===== config.mk =====
export PLATFORM = sky130hd
export DESIGN_NAME = radix_digit_converter_top
export DESIGN_NICKNAME = d
export VERILOG_FILES = /design/src/rtl/core/rdc_pkg.sv /design/src/rtl/core/radix_digit_converter_top.sv /design/src/rtl/core/rdc_divider.sv /design/src/rtl/core/rdc_digit_stack.sv
export SDC_FILE = /design/constraint.sdc
export NUM_CORES = 1
export LEC_CHECK = 0
export BUFFER_PORTS_ARGS = -buffer_cell sky130_fd_sc_hd__buf_2
export CAP_MARGIN = 20
export CORE_MARGIN = 2
export CORE_UTILIZATION = 26
export DETAILED_ROUTE_END_ITERATION = 10
export GPL_ROUTABILITY_DRIVEN = 0
export SYNTH_ARGS = -nofsm -noshare
export SYNTH_HDL_FRONTEND = slang
export SYNTH_SLANG_ARGS = --single-unit

===== constraint.sdc =====
create_clock -name clk -period 5.55 [get_ports clk]
set_input_delay 0.8325 -clock clk [delete_from_list [all_inputs] [get_ports clk]]
set_output_delay 0.8325 -clock clk [all_outputs]
set_load 0.02 [all_outputs]

===== src/rtl/core/rdc_pkg.sv =====
// Shared types, constants and the digit character function of the radix digit converter.
`default_nettype none
package rdc_pkg;

    localparam int VALUE_WIDTH    = 32;
    localparam int RADIX_WIDTH    = 5;
    localparam int DIGIT_WIDTH    = 4;
    localparam int CHAR_WIDTH     = 7;
    localparam int STACK_SLOTS    = 32;
    localparam int STACK_AW       = $clog2(STACK_SLOTS);
    localparam int DEPTH_WIDTH    = STACK_AW + 1;
    localparam int VALUE_BITS_DEF = 32;

    localparam logic [RADIX_WIDTH-1:0] MIN_RADIX  = 5'd2;
    localparam logic [RADIX_WIDTH-1:0] MAX_RADIX  = 5'd16;
    localparam logic [DIGIT_WIDTH-1:0] DEC_DIGITS = 4'd10;
    localparam logic [CHAR_WIDTH-1:0]  CHAR_ZERO  = 7'd48;
    localparam logic [CHAR_WIDTH-1:0]  CHAR_A     = 7'd65;

    typedef struct packed {
        logic [VALUE_WIDTH-1:0] value;
        logic [RADIX_WIDTH-1:0] radix;
    } rdc_in_t;

    typedef struct packed {
        logic [DIGIT_WIDTH-1:0] digit;
        logic [CHAR_WIDTH-1:0]  digit_char;
        logic                   last;
        logic                   bad_radix;
    } rdc_out_t;

    // divider status toward the sequencer
    typedef struct packed {
        logic                   done;
        logic [DIGIT_WIDTH-1:0] remainder;
    } rdc_div_stat_t;

    // digit stack access from the sequencer
    typedef struct packed {
        logic                   wr_en;
        logic [STACK_AW-1:0]    wr_addr;
        logic [DIGIT_WIDTH-1:0] wr_data;
        logic                   rd_en;
        logic [STACK_AW-1:0]    rd_addr;
    } rdc_stack_req_t;

    function automatic logic [CHAR_WIDTH-1:0] rdc_digit_char(input logic [DIGIT_WIDTH-1:0] d);
        logic [CHAR_WIDTH-1:0] ch;
        if (d < DEC_DIGITS)
        begin
            ch = CHAR_ZERO + {3'b000, d};
        end
        else
        begin
            ch = CHAR_A + {3'b000, d} - {3'b000, DEC_DIGITS};
        end
        return ch;
    endfunction

endpackage
`default_nettype wire


===== src/rtl/core/radix_digit_converter_top.sv =====
// Radix digit converter top level: sequencer, output register and submodule wiring.
//
// Converts an unsigned value (its low VALUE_BITS bits, at most 32) into digits of a radix
// from 2 to 16, most significant first, one output word per digit with its ASCII character
// and a last flag; a zero value gives the single digit 0, a radix outside 2..16 gives one
// word with bad_radix set. Each digit comes from the bit-serial divider, and the push happens
// in the divider's done cycle; popping then goes through the registered stack read, a read
// state and then a load state per digit, the load waiting for a free output register. The
// block takes no new word until the last digit is in the output register; that word may
// still wait there while the next word is accepted.
`default_nettype none
module radix_digit_converter_top
    import rdc_pkg::*;
#(
    parameter int VALUE_BITS = VALUE_BITS_DEF
)
(
    input  wire logic     clk,
    input  wire logic     rst_n,
    input  wire logic     req_valid,
    output      logic     req_ready,
    input  wire rdc_in_t  req_word,
    output      logic     rsp_valid,
    input  wire logic     rsp_ready,
    output      rdc_out_t rsp_word
);

    localparam int QW = (VALUE_BITS < VALUE_WIDTH) ? VALUE_BITS : VALUE_WIDTH;

    localparam logic [2:0] ST_IDLE   = 3'd0;
    localparam logic [2:0] ST_DIV    = 3'd1;
    localparam logic [2:0] ST_POP_RD = 3'd2;
    localparam logic [2:0] ST_POP_LD = 3'd3;
    localparam logic [2:0] ST_ERR    = 3'd4;

    logic [2:0]             state_reg, state_next;
    logic [DEPTH_WIDTH-1:0] depth_reg, depth_next;
    logic [RADIX_WIDTH-1:0] radix_reg, radix_next;
    logic                   rsp_valid_reg, rsp_valid_next;
    rdc_out_t               rsp_word_reg, rsp_word_next;

    logic                   accept;
    logic                   bad;
    logic                   slot_free;
    logic                   div_start;
    logic [QW-1:0]          div_dividend;
    logic [QW-1:0]          quotient;
    rdc_div_stat_t          div_stat;
    rdc_stack_req_t         stack_req;
    logic [DIGIT_WIDTH-1:0] stack_rd_data;
    logic [DEPTH_WIDTH-1:0] depth_dec;

    assign req_ready = (state_reg == ST_IDLE);
    assign accept    = req_valid && req_ready;
    assign bad       = (req_word.radix < MIN_RADIX) || (req_word.radix > MAX_RADIX);
    assign slot_free = !rsp_valid_reg || rsp_ready;
    assign depth_dec = depth_reg - 1'b1;

    always_comb
    begin
        state_next     = state_reg;
        depth_next     = depth_reg;
        radix_next     = radix_reg;
        rsp_valid_next = rsp_valid_reg && !rsp_ready;
        rsp_word_next  = rsp_word_reg;
        div_start      = 1'b0;
        div_dividend   = quotient;
        stack_req      = '0;

        case (state_reg)
            ST_IDLE:
            begin
                div_dividend = req_word.value[QW-1:0];
                if (accept)
                begin
                    if (bad)
                    begin
                        state_next = ST_ERR;
                    end
                    else
                    begin
                        div_start  = 1'b1;
                        depth_next = '0;
                        radix_next = req_word.radix;
                        state_next = ST_DIV;
                    end
                end
            end
            ST_DIV:
            begin
                if (div_stat.done)
                begin
                    if (depth_reg < DEPTH_WIDTH'(STACK_SLOTS))
                    begin
                        stack_req.wr_en   = 1'b1;
                        stack_req.wr_addr = depth_reg[STACK_AW-1:0];
                        stack_req.wr_data = div_stat.remainder;
                        depth_next        = depth_reg + 1'b1;
                    end
                    if (quotient != '0)
                    begin
                        div_start = 1'b1;
                    end
                    else
                    begin
                        state_next = ST_POP_RD;
                    end
                end
            end
            ST_POP_RD:
            begin
                stack_req.rd_en   = 1'b1;
                stack_req.rd_addr = depth_dec[STACK_AW-1:0];
                depth_next        = depth_dec;
                state_next        = ST_POP_LD;
            end
            ST_POP_LD:
            begin
                if (slot_free)
                begin
                    rsp_valid_next           = 1'b1;
                    rsp_word_next.digit      = stack_rd_data;
                    rsp_word_next.digit_char = rdc_digit_char(stack_rd_data);
                    rsp_word_next.last       = (depth_reg == '0);
                    rsp_word_next.bad_radix  = 1'b0;
                    state_next               = (depth_reg == '0) ? ST_IDLE : ST_POP_RD;
                end
            end
            ST_ERR:
            begin
                if (slot_free)
                begin
                    rsp_valid_next           = 1'b1;
                    rsp_word_next.digit      = '0;
                    rsp_word_next.digit_char = '0;
                    rsp_word_next.last       = 1'b1;
                    rsp_word_next.bad_radix  = 1'b1;
                    state_next               = ST_IDLE;
                end
            end
            default:
            begin
                state_next = ST_IDLE;
            end
        endcase
    end

    always_ff @(posedge clk or negedge rst_n)
    begin
        if (!rst_n)
        begin
            state_reg     <= ST_IDLE;
            depth_reg     <= '0;
            rsp_valid_reg <= 1'b0;
        end
        else
        begin
            state_reg     <= state_next;
            depth_reg     <= depth_next;
            rsp_valid_reg <= rsp_valid_next;
        end
    end

    always_ff @(posedge clk)
    begin
        radix_reg    <= radix_next;
        rsp_word_reg <= rsp_word_next;
    end

    rdc_divider #(
        .QW (QW)
    ) u_divider (
        .clk      (clk),
        .rst_n    (rst_n),
        .start    (div_start),
        .dividend (div_dividend),
        .radix    (radix_reg),
        .quotient (quotient),
        .stat     (div_stat)
    );

    rdc_digit_stack u_stack (
        .clk     (clk),
        .req     (stack_req),
        .rd_data (stack_rd_data)
    );

    assign rsp_valid = rsp_valid_reg;
    assign rsp_word  = rsp_word_reg;

endmodule
`default_nettype wire


===== src/rtl/core/rdc_divider.sv =====
// Bit-serial restoring divider: one quotient bit per cycle, divisor is the radix.
`default_nettype none
module rdc_divider
    import rdc_pkg::*;
#(
    parameter int QW = VALUE_BITS_DEF
)
(
    input  wire logic                   clk,
    input  wire logic                   rst_n,
    input  wire logic                   start,
    input  wire logic [QW-1:0]          dividend,
    input  wire logic [RADIX_WIDTH-1:0] radix,
    output      logic [QW-1:0]          quotient,
    output      rdc_div_stat_t          stat
);

    localparam int CW = $clog2(QW);

    logic [QW-1:0]          q_reg, q_next;
    logic [DIGIT_WIDTH-1:0] rem_reg, rem_next;
    logic [CW-1:0]          cnt_reg, cnt_next;
    logic                   busy_reg, busy_next;
    logic                   done_reg, done_next;

    logic [RADIX_WIDTH-1:0] partial;
    logic [RADIX_WIDTH-1:0] diff;
    logic                   ge;

    // remainder stays below the radix, so the shifted partial fits in the radix width
    assign partial = {rem_reg, q_reg[QW-1]};
    assign ge      = (partial >= radix);
    assign diff    = partial - radix;

    always_comb
    begin
        q_next    = q_reg;
        rem_next  = rem_reg;
        cnt_next  = cnt_reg;
        busy_next = busy_reg;
        done_next = 1'b0;
        if (start)
        begin
            q_next    = dividend;
            rem_next  = '0;
            cnt_next  = CW'(QW - 1);
            busy_next = 1'b1;
        end
        else if (busy_reg)
        begin
            q_next   = {q_reg[QW-2:0], ge};
            rem_next = ge ? diff[DIGIT_WIDTH-1:0] : partial[DIGIT_WIDTH-1:0];
            cnt_next = cnt_reg - 1'b1;
            if (cnt_reg == '0)
            begin
                busy_next = 1'b0;
                done_next = 1'b1;
            end
        end
    end

    always_ff @(posedge clk or negedge rst_n)
    begin
        if (!rst_n)
        begin
            q_reg    <= '0;
            rem_reg  <= '0;
            cnt_reg  <= '0;
            busy_reg <= 1'b0;
            done_reg <= 1'b0;
        end
        else
        begin
            q_reg    <= q_next;
            rem_reg  <= rem_next;
            cnt_reg  <= cnt_next;
            busy_reg <= busy_next;
            done_reg <= done_next;
        end
    end

    assign quotient       = q_reg;
    assign stat.done      = done_reg;
    assign stat.remainder = rem_reg;

endmodule
`default_nettype wire


===== src/rtl/core/rdc_digit_stack.sv =====
// Digit stack storage: one write port, one registered read port.
`default_nettype none
module rdc_digit_stack
    import rdc_pkg::*;
(
    input  wire logic                   clk,
    input  wire rdc_stack_req_t         req,
    output      logic [DIGIT_WIDTH-1:0] rd_data
);

    logic [DIGIT_WIDTH-1:0] mem [STACK_SLOTS];
    logic [DIGIT_WIDTH-1:0] rd_data_reg;

    always_ff @(posedge clk)
    begin
        if (req.wr_en)
        begin
            mem[req.wr_addr] <= req.wr_data;
        end
        if (req.rd_en)
        begin
            rd_data_reg <= mem[req.rd_addr];
        end
    end

    assign rd_data = rd_data_reg;

endmodule
`default_nettype wire


==> results_dict.tcl, run 1 <==
set metrics [dict create \
    vias 6069 \
    grt_start_max_net_pins 54 \
    clock_latency_ps 500 \
    largest_reg_flops 128 \
    grt_pass1_vias 6017 \
    hold_viol_final 0 \
    worst_path_largest_cell_delay_ps 700 \
    firstDrtPassIters 7 \
    power_density_nw_per_um2 491.2 \
    synth_cell_types 63 \
    grt_util_met3_pct 1.873 \
    synth_edf_count 150 \
    dieArea_um2 36480 \
    port_buffers 55 \
    synth.net_count 761 \
    n_antenna_cell 0 \
    rrSetupSlack_ps 2310 \
    ys_seq_area_share_pct 64.13 \
    cpMaxStageDelayCell "nor4b_2" \
    synth_area_leaders "edfxtp_1, dfrtp_1, nor2_1" \
    vias_per_cell 4.914 \
    antenna_found_initial 0 \
    reg2reg_from "depth_reg[1]$_DFFE_PN0P_" \
    start_util_pct 26.39 \
    avgRoutedWirePerCell_um 16.85 \
    path_max_fanout 16 \
    rows 68 \
    cts.path.max_buffers 3 \
    gr-total-overflow 0 \
    post-cts-setup-buffer-count 0 \
    io_pins 56 \
    drc 0 \
    cts_resized 0 \
    hp-class "in -> async" \
    max_freq_mhz 308.3 \
    critPathLaunch "depth_reg[1]$_DFFE_PN0P_" \
    grt_pass1_wl_um 33030 \
    status "finished clean" \
    fin_skew_ps 10.23 \
    cts.reportedPaths.clkPinSlew_ps 60 \
    cp-end-kind "flip-flop" \
    ir_drop_mv 0.2250 \
    totalNegativeSetupSlack_ps 0 \
    max_slew_margin_pct 25.05 \
    worstMarginPinSlew_ps 1116 \
    yosys_warnings 0 \
    syn_inst 708 \
    synthArstFlopShare_pct 26.11 \
    grt_use_met2_pct 18.99 \
    cts_num_sinks 203 \
    post-place-ws_ps 2292 \
    worstSetupPathType "reg -> reg" \
    ctsHoldBuffers 0 \
    rsz0062_at_grt "false" \
    gr-max-usage-layer "met2" \
    core-area_um2 34460 \
    layout-drive-gt1-share_pct 16.92 \
    first_iter_violations 602 \
    yosysTopAreaCell "edfxtp_1" \
    period_share_pct 58.43 \
    h-tree-depth 1 \
    synth_area_um2 9092 \
    die_w_um 191.0 \
    ff2ff_path_depth 8 \
    startpoint_type "flip-flop" \
    synth_ff_type "edfxtp_1" \
    final_nets 817 \
    maxCapViolCount 0 \
    cts_tree "yes" \
    syn_to_final_growth_pct 16.61 \
    setup_viol 0 \
    syn_area_per_cell_um2 12.84 \
    crit_required_ps 5860 \
    wirelength_um 20800 \
    grt_use_met1_pct 15.19 \
    drv_slew 0 \
    synth.top_cell.area_share_pct 49.54 \
    synth-seq-cells 203 \
    p_leak_uw 0.004219 \
    r2r-end "u_stack.rd_data[0]$_DFFE_PN_" \
    cts_root_buf "clkbuf_16" \
    cts_buffers 22 \
    period_minus_slack_ps 3243 \
    path_cells "inv_1 -> ha_1 -> buf_4 -> nor4b_2 -> o221ai_1 -> o211ai_1 -> a21oi_1 -> nor4_1" \
    dp_hpwl_um 13910 \
    die_h_um 191.0 \
    grtUsageTotal_pct 11.44 \
    critPathArrivalTime_ps 3560 \
    fin_ws_ps 2307 \
    antenna_left 0 \
]
synth_stat cells (all sizes together) (3+ instances only):
cell	instances
ha	11
nor3	15
a31oi	3
xnor2	6
o31ai	4
nor2b	11
o211ai	7
o21ai	14
nand2b	12
nor4	12
buf	12
or3	3
inv	52
and2	6
dfrtp	53
mux4	12
o221ai	12
o2bb2ai	4
xor2	4
o2111ai	6
o21bai	3
mux2i	16
o22ai	6
nor2	81
nor3b	5
nand4	5
a221oi	33
mux2	11
a211oi	4
nand3	17
nand2	38
a21oi	22
clkbuf	26
edfxtp	150
cell usage in the layout, fill, tap and decap left out, types with 6 or more instances in the layout:
cell / instances
mux2i_1: 16
o21ai_0: 13
o2111ai_1: 6
ha_1: 11
clkbuf_16: 23
nor3_1: 15
nand2_1: 38
o221ai_1: 12
xnor2_1: 6
o22ai_1: 6
edfxtp_1: 150
nor2_1: 80
nand3_1: 17
buf_2: 55
and2_1: 6
o211ai_1: 7
clkinv_1: 7
mux4_2: 12
mux2_2: 10
nor4_1: 12
buf_4: 12
inv_1: 52
dfrtp_1: 53
nand2b_1: 12
a21oi_1: 22
a221oi_1: 33
nor2b_1: 11
logic make-up (layout without fill, tap and decap cells):
group	Yosys count	count (layout)	synth area share (%)
and+or+nand+nor	216	216	11.61
DFF	203	203	64.13
AOI/OAI and AO/OA	138	138	11.34
buffers and inverters	90	162	4.128
muxes	39	39	6.096
adders and majority gates	12	12	1.734
xor gates and xnor gates	10	10	0.9632
critical path, delay by kind of cell, from the launching register on:
family	cells	cell delay, ps
buf+inv	2	480
simple gates	2	980
flops	1	510
compound gates	3	530
fa+ha+maj	1	570
cell type report:
type,instances,area [µm²]
Clock buffer,28,594.3
Clock inverter,12,85.08
Fill cell,3441,23860
Inverter,52,195.2
Multi-Input combinational cell,415,2905
Sequential cell,203,5831
Tap cell,455,569.3
Timing Repair Buffer,70,422.9
where the power goes:
group	switching [µW]	leakage, µW	internal, µW	total, µW
sequential	203	0.00230	1860	2060
combinational	1090	0.00159	679	1770
clock	577	0.000328	804	1380
total	1870	0.00422	3340	5210
worst max path at each step:
stage / endpoint / cells past startpoint / slack [ps]
after floorplan: u_stack.rd_data[0]$_DFFE_PN_ / 10 / 2810
final: u_stack.rd_data[0]$_DFFE_PN_ / 8 / 2310
after global placement: u_divider.quotient[0]$_DFFE_PN0P_ / 9 / 2350
after detailed placement: u_divider.quotient[0]$_DFFE_PN0P_ / 9 / 2290
after CTS: u_stack.rd_data[0]$_DFFE_PN_ / 8 / 2350
after global routing: u_stack.rd_data[0]$_DFFE_PN_ / 8 / 1940
stage by stage:
stage / power, µW / cells / hold WS, ps / area, µm² / util, %
6_report: 5209 / 1235 / 455.1 / 10600 / 30.77
3_3_place_gp: 3802 / 1191 / 496.5 / 9858 / 28.61
3_5_place_dp: 3826 / 1193 / 504.3 / 9888 / 28.70
2_1_floorplan: 3347 / 708 / 480.5 / 9092 / -
4_1_cts: 5219 / 1233 / 473.4 / 10570 / 30.67
5_1_grt: 5512 / 1235 / 499.9 / 10600 / 30.77
routing by layer:
layer | up-vias | wire length, µm | share of wire (%)
li1 | 2796 | - | -
met1 | 3041 | 9095 | 44
met2 | 196 | 9982 | 48
met3 | 36 | 1194 | 5.7
met4 | 0 | 532 | 2.6
met5 | - | 0 | 0
No activity file was read; power rests on OpenSTA's default activity.
==> inputs of run 2 (changes only) <==
--- a/config.mk
+++ b/config.mk
@@ -5,6 +5,7 @@
 export SDC_FILE = /design/constraint.sdc
 export NUM_CORES = 1
 export LEC_CHECK = 0
+export ABC_AREA = 1
 export BUFFER_PORTS_ARGS = -buffer_cell sky130_fd_sc_hd__buf_2
 export CAP_MARGIN = 20
 export CORE_MARGIN = 2
==> constraint.sdc (replaced) <==
create_clock -name clk -period 3.3 [get_ports clk]
set_input_delay 0.495 -clock clk [delete_from_list [all_inputs] [get_ports clk]]
set_output_delay 0.495 -clock clk [all_outputs]
set_load 0.02 [all_outputs]
==> run 2 against run 1 <==
Against the previous run: area after synthesis rose by 10%; worst setup slack lost 1600 ps; register-to-register slack worse by 1600 ps; sequential power up 70%; clock power is 77% higher; via count is 26% higher; largest cell class unchanged.
==> results_dict.tcl, run 2 <==
set metrics [dict create \
    cts_tree "yes" \
    totalNegativeSetupSlack_ps 0 \
    wl_met2_um 11220 \
    path_max_fanout 7 \
    drc 0 \
    cts.path.max_buffers 3 \
    cts_resized 0 \
    synth.top_cell.area_share_pct 45.03 \
    firstDrtPassIters 6 \
    synth.net_count 1181 \
    layout-drive-gt1-share_pct 11.92 \
    antenna_left 0 \
    syn_inst 1128 \
    drv_slew 0 \
    first_iter_violations 800 \
    startpoint_type "flip-flop" \
    n_antenna_cell 0 \
    critPathArrivalTime_ps 2780 \
    post-cts-setup-buffer-count 0 \
    port_buffers 55 \
    wirelength_um 24280 \
    period_share_pct 79.51 \
    rows 71 \
    setup_viol 0 \
    core-area_um2 37760 \
    worstMarginPinSlew_ps 849.8 \
    max_freq_mhz 381.1 \
    synthTopCellsByCount "nand2_1, nand3_1, inv_1" \
    placed_cells 1672 \
    layout_common_cells "nand2_1, nand3_1, inv_1" \
    h-tree-depth 1 \
    dp_hpwl_um 16550 \
    final_nets 1238 \
    grt_pass1_wl_um 39500 \
    yosysTopAreaCell "edfxtp_1" \
    synthArstFlopShare_pct 26.11 \
    stdcell_count 1711 \
    synth_cell_types 40 \
    maxCapViolCount 0 \
    met3_wirelength_um 1414 \
    grtUsageTotal_pct 12.13 \
    crit_required_ps 3460 \
    grt_pass1_vias 7477 \
    max_slew_margin_pct 42.91 \
    hp-class "in -> async" \
    rsz0062_at_grt "false" \
    antenna_found_initial 0 \
    ctsHoldBuffers 0 \
    synthMostInstantiatedCell "nand2_1" \
    final_common_cell "nand2_1" \
    synth_ff_type "edfxtp_1" \
    synth_edf_count 150 \
    largest_reg_flops 128 \
    cts_buffers 22 \
    hold_viol_final 0 \
    power_density_nw_per_um2 838.0 \
    die_w_um 200.2 \
    vias 7648 \
    highest_layer "met4" \
    grt_start_max_net_pins 50 \
    fin_skew_ps 26.98 \
    status "finished clean" \
    avgRoutedWirePerCell_um 14.19 \
    dieArea_um2 40060 \
    clock_latency_ps 530 \
    vias_per_cell 4.470 \
    die_h_um 200.2 \
    synth-seq-cells 203 \
    gr-total-overflow 0 \
    cts.reportedPaths.clkPinSlew_ps 60 \
    ir_drop_mv 0.4360 \
    cp-end-kind "flip-flop" \
    cts_root_buf "clkbuf_16" \
    syn_to_final_growth_pct 15.91 \
    yosys_warnings 0 \
    syn_area_per_cell_um2 8.868 \
    io_pins 56 \
    wl_met1_um 11170 \
    cts_num_sinks 203 \
    worstSetupPathType "reg -> reg" \
    p_leak_uw 0.005256 \
    synth_area_leaders "edfxtp_1, dfrtp_1, nand2_1" \
    rrSetupSlack_ps 680 \
    synth_area_um2 10000 \
    ys_seq_area_share_pct 58.29 \
    period_minus_slack_ps 2624 \
    start_util_pct 26.50 \
]
## run 2: kinds of logic after synthesis
group	share of synthesized area, %
DFF	58.29
AOI/OAI and AO/OA	2.702
adders and majority gates	1.576
and+or+nand+nor	27.48
xor gates and xnor gates	0.6004
buffers and inverters	9.356
## run 2: worst paths after layout
path,start,to,cells after the start
max,state_reg[0]$_DFFE_PN0P_,u_stack.mem[5][1]$_DFFE_PP_,6
min,rst_n,u_divider.quotient[25]$_DFFE_PN0P_,1
max reg2reg,state_reg[0]$_DFFE_PN0P_,u_stack.mem[5][1]$_DFFE_PP_,6
min reg2reg,u_divider.quotient[1]$_DFFE_PN0P_,u_divider.quotient[1]$_DFFE_PN0P_,2
max in group asynchronous,rst_n,u_divider.quotient[1]$_DFFE_PN0P_,2
min in group clk,req_word[2],radix_reg[2]$_DFFE_PP_,1
## run 2: worst max-delay path, cell delays in order, from the launching register on
cell and delay, ps:
dfrtp_1 570, nand3_2 220, nor3_2 320, inv_2 180
nor2_1 150, nand2_1 140, nor3_1 680
## run 2: metrics by stage
stage               setup slack [ps]  util (%)  hold WS (ps)  area, µm²  power, µW
floorplan                       1006         -         199.4      10000       6376
global placement               720.6     28.84         462.8      10890       7281
detailed placement             698.9     28.84         465.5      10890       7321
CTS                            691.1     30.71         81.56      11590       9785
global route                   437.6     30.71         106.3      11590      10470
finish                         676.1     30.71         57.30      11590       9717
## run 2: per-layer routing
layer / track usage, % / vias up
li1: - / 3756
met1: 16.22 / 3639
met2: 19.48 / 217
met3: 2.880 / 36
met4: 3.625 / 0
met5: 0 / -
## run 2: final cells by class
class | count | area, µm²
clock buffers | 27 | 579.3
clock inverters | 12 | 127.6
fillers | 3935 | 26160
inverters | 196 | 735.7
multi-input cells | 688 | 3252
flip-flops and latches | 203 | 5831
well taps | 511 | 639.4
repair buffers | 74 | 430.4
## run 2: power by group
part	leakage (µW)	internal (µW)	switching, µW
logic	0.00262	1240	2530
registers	0.00229	3220	277
clock network	0.000342	1410	1030
total	0.00526	5880	3840
==> inputs of run 3 (changes only) <==
==> constraint.sdc (replaced) <==
create_clock -name clk -period 2.63 [get_ports clk]
set_input_delay 0.3945 -clock clk [delete_from_list [all_inputs] [get_ports clk]]
set_output_delay 0.3945 -clock clk [all_outputs]
set_load 0.02 [all_outputs]
==> run 3 against run 2 <==
Against the previous run: cell count up 1.2%; sequential share of layout area down 0.52 points; die area unchanged; utilization up 0.32 points; worst setup slack worse by 510 ps; worst hold slack better by 40 ps; critical path depth up 2; flip-flop and latch count unchanged; wire length down 2.7%; largest cell class unchanged; highest routed layer unchanged.
==> results_dict.tcl, run 3 (same netlist as run 2, synthesis figures left out) <==
set metrics [dict create \
    cts_root_buf "clkbuf_16" \
    antenna_found_initial 0 \
    firstDrtPassIters 5 \
    fin_util_pct 31.03 \
    fillers 3970 \
    wirelength_um 23620 \
    syn_to_final_growth_pct 17.12 \
    n_antenna_cell 0 \
    vias 7531 \
    swShare_pct 39.53 \
    path_max_fanout 7 \
    max_slew_margin_pct 53.45 \
    p_sw_uw 4752 \
    grt_pass1_wl_um 39030 \
    cts_tree "yes" \
    final_common_cell "nand2_1" \
    die_h_um 200.2 \
    largest_reg_flops 128 \
    fin_skew_ps 10.96 \
    final_nets 1259 \
    setup_viol 0 \
    grt_start_max_net_pins 55 \
    cts_num_sinks 203 \
    ff2ff_path_depth 8 \
    cts.path.max_buffers 3 \
    min_path_cells 1 \
    clock_latency_ps 500 \
    ir_drop_mv 0.4865 \
    area.sequential_um2 5831 \
    crit_required_ps 2850 \
    clkPwrFrac_pct 22.9 \
    design_area_um2 11720 \
    dpl_cell_area_um2 11080 \
    layout_common_cells "nand2_1, nand3_1, inv_1" \
    core-area_um2 37760 \
    cts_buffers 21 \
    startpoint_type "flip-flop" \
    cp-end-kind "flip-flop" \
    seqPwrFrac_pct 36.3 \
    layout-drive-gt1-share_pct 12.87 \
    die_w_um 200.2 \
    hold_viol_final 0 \
    port_buffers 55 \
    drv_slew 0 \
    antenna_left 0 \
    rows 71 \
    rrSetupSlack_ps 170 \
    totalNegativeSetupSlack_ps 0 \
    multi_input_area_um2 3252 \
    start_util_pct 26.50 \
    power_frac_comb_pct 40.8 \
    dp_hpwl_um 16350 \
    status "finished clean" \
    critPathArrivalTime_ps 2680 \
    grtUsageTotal_pct 11.87 \
    io_pins 56 \
    p_int_uw 7268 \
    drc 0 \
    p_leak_uw 0.005326 \
    period_minus_slack_ps 2463 \
    dieArea_um2 40060 \
    max_freq_mhz 406.0 \
    gr-total-overflow 0 \
    placed_cells 1693 \
    hp-class "in -> reg" \
    maxCapViolCount 0 \
    worstMarginPinSlew_ps 698.2 \
    period_share_pct 93.65 \
    avgRoutedWirePerCell_um 13.65 \
    reg2reg_from "state_reg[1]$_DFFE_PN0P_" \
    first_iter_violations 514 \
    fin_ws_ps 167.0 \
    rsz0062_at_grt "false" \
    cts.reportedPaths.clkPinSlew_ps 60 \
    post-cts-setup-buffer-count 0 \
    r2r-end "u_stack.mem[22][2]$_DFFE_PP_" \
    stdcell_count 1731 \
    post-place-ws_ps 209.3 \
    worstSetupPathType "reg -> reg" \
    hold_start "req_word[1]" \
    h-tree-depth 1 \
    hold_path_end "radix_reg[1]$_DFFE_PP_" \
    power_density_nw_per_um2 1026 \
    grt_pass1_vias 7660 \
    vias_per_cell 4.351 \
]
-- run 3: changes by cell type in the layout (fill, tap and decap cells not counted), moves of 2 or more --
cell      delta
buf_12       +3
clkinv_2     -2
clkbuf_1     +2
buf_4       +18
clkinv_1     +3
-- run 3: worst max-delay path by stage --
stage	from	end	slack, ps	cells after the start
floorplan	depth_reg[0]$_DFFE_PN0P_	u_stack.rd_data[2]$_DFFE_PN_	340	12
global placement	state_reg[2]$_DFFE_PN0P_	u_stack.mem[22][2]$_DFFE_PP_	260	8
detailed placement	state_reg[2]$_DFFE_PN0P_	u_stack.mem[22][2]$_DFFE_PP_	210	8
CTS	state_reg[2]$_DFFE_PN0P_	u_stack.mem[22][2]$_DFFE_PP_	200	8
global route	state_reg[1]$_DFFE_PN0P_	u_stack.mem[12][2]$_DFFE_PP_	0.07	7
finish	state_reg[1]$_DFFE_PN0P_	u_stack.mem[22][2]$_DFFE_PP_	170	8
-- run 3: routing by layer --
metal	part of all wire (%)	vias up	GRT usage (%)
met1	45	3519	15.67
met3	5.5	40	2.018
li1	-	3783	-
met2	47	189	20.01
met4	2.5	0	3.385
met5	0	-	0
-- run 3: stage by stage --
stage | hold slack (ps) | total power (µW)
3_3_place_gp | 462.2 | 9268
3_5_place_dp | 464.8 | 9330
4_1_cts | 75.94 | 12140
6_report | 97.09 | 12020
5_1_grt | 79.23 | 13040
2_1_floorplan | 98.91 | 8001
-- run 3: timing repair --
action                                 4_1_cts  5_1_grt
endpoints found under the hold margin       28        0
hold buffers                                 1        0
resized for setup                            0        0
-- run 3: cell type report --
| class | count | share of cell area [%] |
|---|---|---|
| tap | 511 | 5.457 |
| multi-input combinational | 688 | 27.76 |
| clock inverter | 10 | 0.6408 |
| sequential | 203 | 49.77 |
| clock buffer | 27 | 4.678 |
| inverter | 196 | 6.279 |
| timing repair buffer | 96 | 5.425 |
-- run 3: critical path, stage by stage (launching register included) --
cell,delay (ps)
dfrtp_1,430
inv_2,170
nand3_2,160
nor3_2,330
inv_2,170
nor2_1,160
nand3_1,200
nor3_1,350
buf_4,200
-- run 3: power groups by stage --
stage / Combinational, µW / Sequential [µW] / Clock (µW)
2_1_floorplan: 3540 / 4460 / 0
3_3_place_gp: 4850 / 4420 / 0
3_5_place_dp: 4910 / 4420 / 0
4_1_cts: 4930 / 4370 / 2830
5_1_grt: 5650 / 4440 / 2960
6_report: 4900 / 4370 / 2750
